`src/sv/page_framebuffer_draw_engine_macros.svh`:
```
// Assertion macros shared by the frame store draw engine.
`ifndef PAGE_FRAMEBUFFER_DRAW_ENGINE_MACROS_SVH
`define PAGE_FRAMEBUFFER_DRAW_ENGINE_MACROS_SVH

// Consequent must hold in the same cycle as the antecedent.
`define PFDE_ASSERT_SAME(name, clk, rst_n, ante, cons) \
	name: assert property (@(posedge clk) disable iff (!rst_n) (ante) |-> (cons)) \
		else $error("pfde check failed");

// Consequent must hold in the cycle after the antecedent.
`define PFDE_ASSERT_NEXT(name, clk, rst_n, ante, cons) \
	name: assert property (@(posedge clk) disable iff (!rst_n) (ante) |=> (cons)) \
		else $error("pfde check failed");

`endif

```
`src/sv/pfde_pkg.sv`:
```
// Shared types, constants and helper functions of the frame store draw engine.
`default_nettype none

package pfde_pkg;

	localparam int COLUMNS = 128;
	localparam int PAGES   = 8;
	localparam int DEPTH   = COLUMNS * PAGES;
	localparam int COL_W   = $clog2(COLUMNS);
	localparam int PAGE_W  = (PAGES > 1) ? $clog2(PAGES) : 1;
	localparam int ADDR_W  = $clog2(DEPTH);

	typedef logic [2:0] cmd_code_t;

	localparam cmd_code_t CMD_FILL    = 3'd0;
	localparam cmd_code_t CMD_WRITE   = 3'd1;
	localparam cmd_code_t CMD_READ    = 3'd2;
	localparam cmd_code_t CMD_INVERT  = 3'd3;
	localparam cmd_code_t CMD_BITMAP  = 3'd4;
	localparam cmd_code_t CMD_PAGE    = 3'd5;
	localparam cmd_code_t CMD_COLBYTE = 3'd6;
	localparam cmd_code_t CMD_IGNORE  = 3'd7;

	localparam logic [7:0] PAGE_BASE  = 8'hb0;
	localparam logic [7:0] NIBBLE_MSK = 8'h0f;
	localparam logic [7:0] HIGH_BASE  = 8'h10;
	localparam logic [7:0] ONE_BYTE   = 8'h01;
	localparam logic [3:0] MAX_COUNT  = 4'd8;

	typedef struct packed {
		cmd_code_t  cmd;
		logic [6:0] x_pos;
		logic [5:0] y_pos;
		logic       bit_value;
		logic [7:0] data_byte;
		logic [3:0] pixel_count;
	} req_t;

	typedef struct packed {
		logic [7:0] out_byte;
		logic       is_data;
		logic       pixel;
		logic       last;
	} rsp_t;

	typedef enum logic [2:0] {
		ST_SWEEP,
		ST_IDLE,
		ST_READ,
		ST_MODIFY,
		ST_EMIT
	} state_t;

	// Commands from the controller to the datapath.
	typedef struct packed {
		logic load;
		logic sweep_wr;
		logic rd;
		logic wr;
		logic next_pix;
		logic emit;
	} ctl_t;

	// Status from the datapath to the controller.
	typedef struct packed {
		cmd_code_t req_cmd;
		logic      req_cnt_zero;
		cmd_code_t item_cmd;
		logic      sweep_done;
		logic      pix_last;
		logic      emit_last;
		logic      out_free;
	} stat_t;

	// Remainder of a narrow value by a small constant, by restoring subtraction.
	function automatic logic [7:0] mod_small(input logic [7:0] v, input logic [8:0] m);
		logic [15:0] r;
		logic [15:0] d;
		r = {8'd0, v};
		for (int i = 7; i >= 0; i--) begin
			d = {7'd0, m} << i;
			if (r >= d) begin
				r = r - d;
			end
		end
		return r[7:0];
	endfunction

	// Bit mask of a bitmap pixel, leftmost pixel in the most significant bit.
	function automatic logic [7:0] msb_mask(input logic [2:0] k);
		return 8'h80 >> k;
	endfunction

endpackage

`default_nettype wire

```
`src/sv/pfde_ctrl.sv`:
```
// Controller state machine of the frame store draw engine.
`default_nettype none

module pfde_ctrl (
	input  wire logic            clk,
	input  wire logic            arst_n,
	input  wire logic            req_valid,
	output      logic            req_stall,
	input  wire pfde_pkg::stat_t stat,
	output      pfde_pkg::ctl_t  ctl
);

	pfde_pkg::state_t state_q;
	pfde_pkg::state_t state_d;

	always_ff @(posedge clk or negedge arst_n) begin
		if (!arst_n) begin
			state_q <= pfde_pkg::ST_SWEEP;
		end else begin
			state_q <= state_d;
		end
	end

	always_comb begin
		state_d   = state_q;
		ctl       = '0;
		req_stall = 1'b1;
		case (state_q)
			pfde_pkg::ST_SWEEP: begin
				ctl.sweep_wr = 1'b1;
				if (stat.sweep_done) begin
					state_d = pfde_pkg::ST_IDLE;
				end
			end
			pfde_pkg::ST_IDLE: begin
				req_stall = 1'b0;
				if (req_valid) begin
					ctl.load = 1'b1;
					case (stat.req_cmd)
						pfde_pkg::CMD_FILL: state_d = pfde_pkg::ST_SWEEP;
						pfde_pkg::CMD_WRITE, pfde_pkg::CMD_READ, pfde_pkg::CMD_INVERT,
						pfde_pkg::CMD_COLBYTE: state_d = pfde_pkg::ST_READ;
						pfde_pkg::CMD_BITMAP: begin
							state_d = stat.req_cnt_zero ? pfde_pkg::ST_IDLE
								: pfde_pkg::ST_READ;
						end
						pfde_pkg::CMD_PAGE: state_d = pfde_pkg::ST_EMIT;
						default: state_d = pfde_pkg::ST_IDLE;
					endcase
				end
			end
			pfde_pkg::ST_READ: begin
				ctl.rd  = 1'b1;
				state_d = pfde_pkg::ST_MODIFY;
			end
			pfde_pkg::ST_MODIFY: begin
				if (stat.item_cmd inside {pfde_pkg::CMD_READ, pfde_pkg::CMD_COLBYTE}) begin
					state_d = pfde_pkg::ST_EMIT;
				end else begin
					ctl.wr = 1'b1;
					if (stat.item_cmd == pfde_pkg::CMD_BITMAP && !stat.pix_last) begin
						ctl.next_pix = 1'b1;
						state_d      = pfde_pkg::ST_READ;
					end else begin
						state_d = pfde_pkg::ST_IDLE;
					end
				end
			end
			pfde_pkg::ST_EMIT: begin
				if (stat.out_free) begin
					ctl.emit = 1'b1;
					if (stat.emit_last) begin
						state_d = pfde_pkg::ST_IDLE;
					end
				end
			end
			default: begin
				state_d = pfde_pkg::ST_IDLE;
			end
		endcase
	end

endmodule

`default_nettype wire

```
`config.mk`:
```
export PLATFORM = sky130hd
export DESIGN_NAME = pfde_ctrl
export DESIGN_NICKNAME = d
export VERILOG_FILES = /design/src/sv/page_framebuffer_draw_engine_macros.svh /design/src/sv/pfde_pkg.sv /design/src/sv/pfde_ctrl.sv
export SDC_FILE = /design/constraint.sdc
export NUM_CORES = 1
export LEC_CHECK = 0
export BUFFER_PORTS_ARGS = -buffer_cell sky130_fd_sc_hd__buf_4
export CORE_AREA = 5 5 42 44
export CTS_CLUSTER_DIAMETER = 50
export DETAILED_ROUTE_END_ITERATION = 10
export DIE_AREA = 0 0 47 49
export PLACE_DENSITY = 0.47
export SLEW_MARGIN = 40
export SYNTH_ARGS = -nofsm -noshare
export SYNTH_HDL_FRONTEND = slang
export SYNTH_SLANG_ARGS = --single-unit
```
`constraint.sdc`:
```
create_clock -name clk -period 4 [get_ports clk]
set_input_delay 0.2 -clock clk [delete_from_list [all_inputs] [get_ports clk]]
set_output_delay 0.2 -clock clk [all_outputs]
set_load 0.005 [all_outputs]
```
-- Yosys cells after proc, flatten, opt, wreduce, memory -nomap -nowiden
Index checks and enable logic that the tools add are counted.
- reduce and logical (&&, ||, !) cells: 7
- muxes and demuxes: 19
- equal/unequal tests: 17
- operators with widths (kind ; count):
    $eq 3x3->1 const B ; 6
    $eq 3x2->1 const B ; 5
    $mux 3 ; 5
    $pmux 3 s5 ; 1
    $pmux 3 s4 ; 1
    $mux 1 ; 8
    $mux 2 ; 4
    $ne 2x2->1 const B ; 4
    $eq 3x1->1 const B ; 2
    $logic_not 3->1 ; 2
    $reduce_and 4->1 ; 1
    $reduce_or 4->1 ; 1
    $reduce_bool 2->1 ; 1
    $logic_and 1x1->1 ; 1
    $logic_not 1->1 ; 1
- flip-flop bits (word level): 3
- word-level logic and storage cells: 44
- output and inout port bits: 7
- bits of input ports: 14

-- Longest topological paths before layout
- word-level depth: 5
- depth in mapped cells: 4
- depth with buffers taken out: 3

-- Least setup slack after synthesis
Ideal clock, no wire load.
- path type: register to register
- start: register state_q[0]
- end: register state_q[2]
- data required time: 3.908 ns
- period minus slack after synthesis: 1.439 ns
- path slack: 2.561 ns
- path buffers: 1
- setup time: 0.092 ns
- arrival: 1.347 ns
- stages on the path, launching flop included: 5
- cell sequence: dfrtp_1 > buf_6 > or3b_1 > o32a_1 > o31ai_2
- word-level cells in the longest chain between the ends: 3
- elaborated cells between the ends (all ways): 11
- classes of those cells: eq/ne: 8; mux: 1; reduce/logical: 2
- ends and longest elaborated chain (what ; RTL line ; text):
    start: declaration ; pfde_ctrl.sv:13 ; pfde_pkg::state_t state_q;
    start signal: assignment ; pfde_ctrl.sv:18 ; state_q <= pfde_pkg::ST_SWEEP;
    start signal: assignment ; pfde_ctrl.sv:20 ; state_q <= state_d;
    $eq 3x3->1 (tied with other cells) ; pfde_ctrl.sv:28 ; case (state_q)
    $ne 2x2->1 (no source line) ; n/a ;
    $reduce_and 4->1 (no source line) ; n/a ;
Several ways; a longest one is shown, not always the timed one.
A chain may end at the register's enable or synchronous reset.

-- Worst setup path in the final report
- start: register state_q[2]
- end: register state_q[2]
Same word-level chain as after synthesis.

==> impl_metrics.yaml <==
setup_path:
  startpoint: "state_q[2]$_DFFE_PN0P_"
  path_max_fanout: 12
  setup.worst_path.class: "flop to flop"
  startpoint_type: "flop"
  r2r_start: "state_q[2]$_DFFE_PN0P_"
  critPathArrivalTime_ns: 1.72
  worst_setup_path_end_kind: "flop"
  worstPathRequired_ns: 4.14
worst_hold_path:
  min_path_type: "input port to async pin"
timing:
  fmax_ghz: 0.6320
  finalSetupViolCount: 0
  drv_slew: 0
  rsz0062_at_grt: "false"
  slew_headroom_pct: 76.36
  finalHoldViolCount: 0
  hold_ws_ns: 0.2941
  worst_pin_slew_ns: 0.3545
  finalClockSkew_ns: 0.002201
  timing.final.ws_setup_ns: 2.418
  fin_setup_tns_ns: 0
  min_period_ns: 1.582
  period_share_pct: 39.55
cts:
  cts_tree: "built"
  clock_path_buffers: 2
  clock_sinks: 3
  htreeDepth: 1
  path_clk_slew_ns: 0.04
  cts_made_buffers: 3
  cts-root-buf: "clkbuf_4"
  postCtsResizedCells: 0
  cts_setup_buffers: 0
  clock_latency_ns: 0.23
route:
  dr.first_iter.drc_count: 2
  drc: 0
  viasPerCell: 4.716
  via_count: 382
  drt_wl_total_microns: 932
  wl_per_cell_microns: 11.51
  ant_nets: 0
  dr.pass1.iters: 2
yosys:
  synth_edf_count: 0
  avgSynthCellArea_sq_um: 7.594
  synth_cell_type_count: 22
  post-synth-top-area-cell: "dfrtp_1"
  ys_warn_count: 0
  syn_nets: 57
  ys_seq_area_share_pct: 22.99
  synth_common_cells: "nor2b_1 (5), a21oi_1 (4), nand2_1 (4), nand2b_1 (4), nor2_1 (4)"
  synth_area_sq_um: 326.6
  synth_top_area_share_pct: 22.99
  synthCells: 43
  ys_ff_latch: 3
  async_flop_share_pct: 100.0
  yosysMostFrequentCell: "nor2b_1"
  synth_flop_cell: "dfrtp_1"
  synth.area.top_cells: "dfrtp_1 (23%), nor2b_1 (9.6%), nand2b_1 (7.7%), a21oi_1 (6.1%), nor3_1 (4.6%)"
power_and_ir_drop:
  finalPower_mw: 0.2581
  vdd_drop_max_v: 0.0003012
  cellPowerDensity_nw_per_um2: 501.8
  p_leak_nw: 0.2386
final_layout:
  top_regs: "state_q x3"
  layout-drive-gt1-share_pct: 43.08
  largest-register: "state_q"
  insertedDiodeCount: 0
  instances_no_fill: 81
  design_area_sq_um: 514.2
  largest_reg_flops: 3
  final_util_pct: 36.70
  fin_nets: 80
  areaGrowthSynthToFinish_pct: 57.47
die:
  rows: 14
  initial_utilization_pct: 23.30
  pin_count: 21
  die-area_sq_um: 2303
  dieWidth_microns: 47
  die_h_microns: 49
  core_sq_um: 1401
global_route:
  first_global_vias: 356
  grt_pass1_wl_microns: 1462
  grt_max_degree: 14
  track_usage_pct: 8.368
  antenna_found_initial: 0
  grt-ovfl-total: 0
placed_design:
  pre_cts_slack_ns: 2.429
  portBuffers: 20
  hpwlAfterDp_microns: 759.7
  gp_congestion: 0.7205
  dp_cells: 76
  dpl_cell_area_sq_um: 478.0
run:
  cap_violations: 0
status:
  status: "finished clean"
## critical path, cell delays in order (launching register included)
cell	delay, ns
dfrtp_1	0.49
or3b_1	0.44
o32a_1	0.35
o31ai_2	0.21
## layout by cell type, fill, tap and decap left out, drive strengths merged, types with 2 or more instances in the layout
master / n
a21oi: 4
clkbuf: 4
nor2b: 5
or3b: 2
dfrtp: 3
buf: 20
o32a: 2
nor2: 4
nand2b: 4
nor3: 3
nand2: 4
## power breakdown
| part | switching, mW | leakage, nW | internal, mW |
|---|---|---|---|
| Clock | 0.0157 | 0.0150 | 0.0374 |
| Combinational | 0.0503 | 0.187 | 0.0793 |
| Sequential | 0.0334 | 0.0366 | 0.0420 |
## path summary, 6_finish.rpt
path                            cells past startpoint                     end  slack [ns]
worst max-delay path                                3  state_q[2]$_DFFE_PN0P_        2.42
worst min-delay path                                2  state_q[2]$_DFFE_PN0P_        0.29
worst max register to register                      3  state_q[2]$_DFFE_PN0P_        2.42
worst min register to register                      1  state_q[2]$_DFFE_PN0P_        0.70
max in group asynchronous                           2  state_q[1]$_DFFE_PN0P_        3.61
min in group clk                                    4  state_q[2]$_DFFE_PN0P_        0.31
## cells by family (layout without fill, tap and decap cells)
group	after synthesis	after routing	synth area share, %
simple gates	26	26	45.21
compound gates	10	10	24.90
buf+inv	4	26	6.896
flops	3	3	22.99
## cell type report
type / instances / area [sq um]
sequential: 3 / 75.07
fill: 164 / 887.1
timing repair buffer: 21 / 160.2
clock buffer: 4 / 26.28
tap: 16 / 20.02
inverter: 1 / 3.754
multi-input combinational: 36 / 229.0
## repair_timing
| item | CTS | global route |
|---|---|---|
| endpoints found under the setup margin | 0 | 0 |
| hold buffers | 1 | 0 |
| hold endpoints to repair | 3 | 0 |
## per-layer routing
layer  routed length (microns)  global-route usage [%]  up-vias
li1                          -                       -      199
met1                       439                   11.38      169
met2                       426                   11.99       14
met3                        66                   4.059        0
met4                         0                   1.382        0
met5                         0                       0        -
Note: power is estimated with default switching activity, not from simulation.
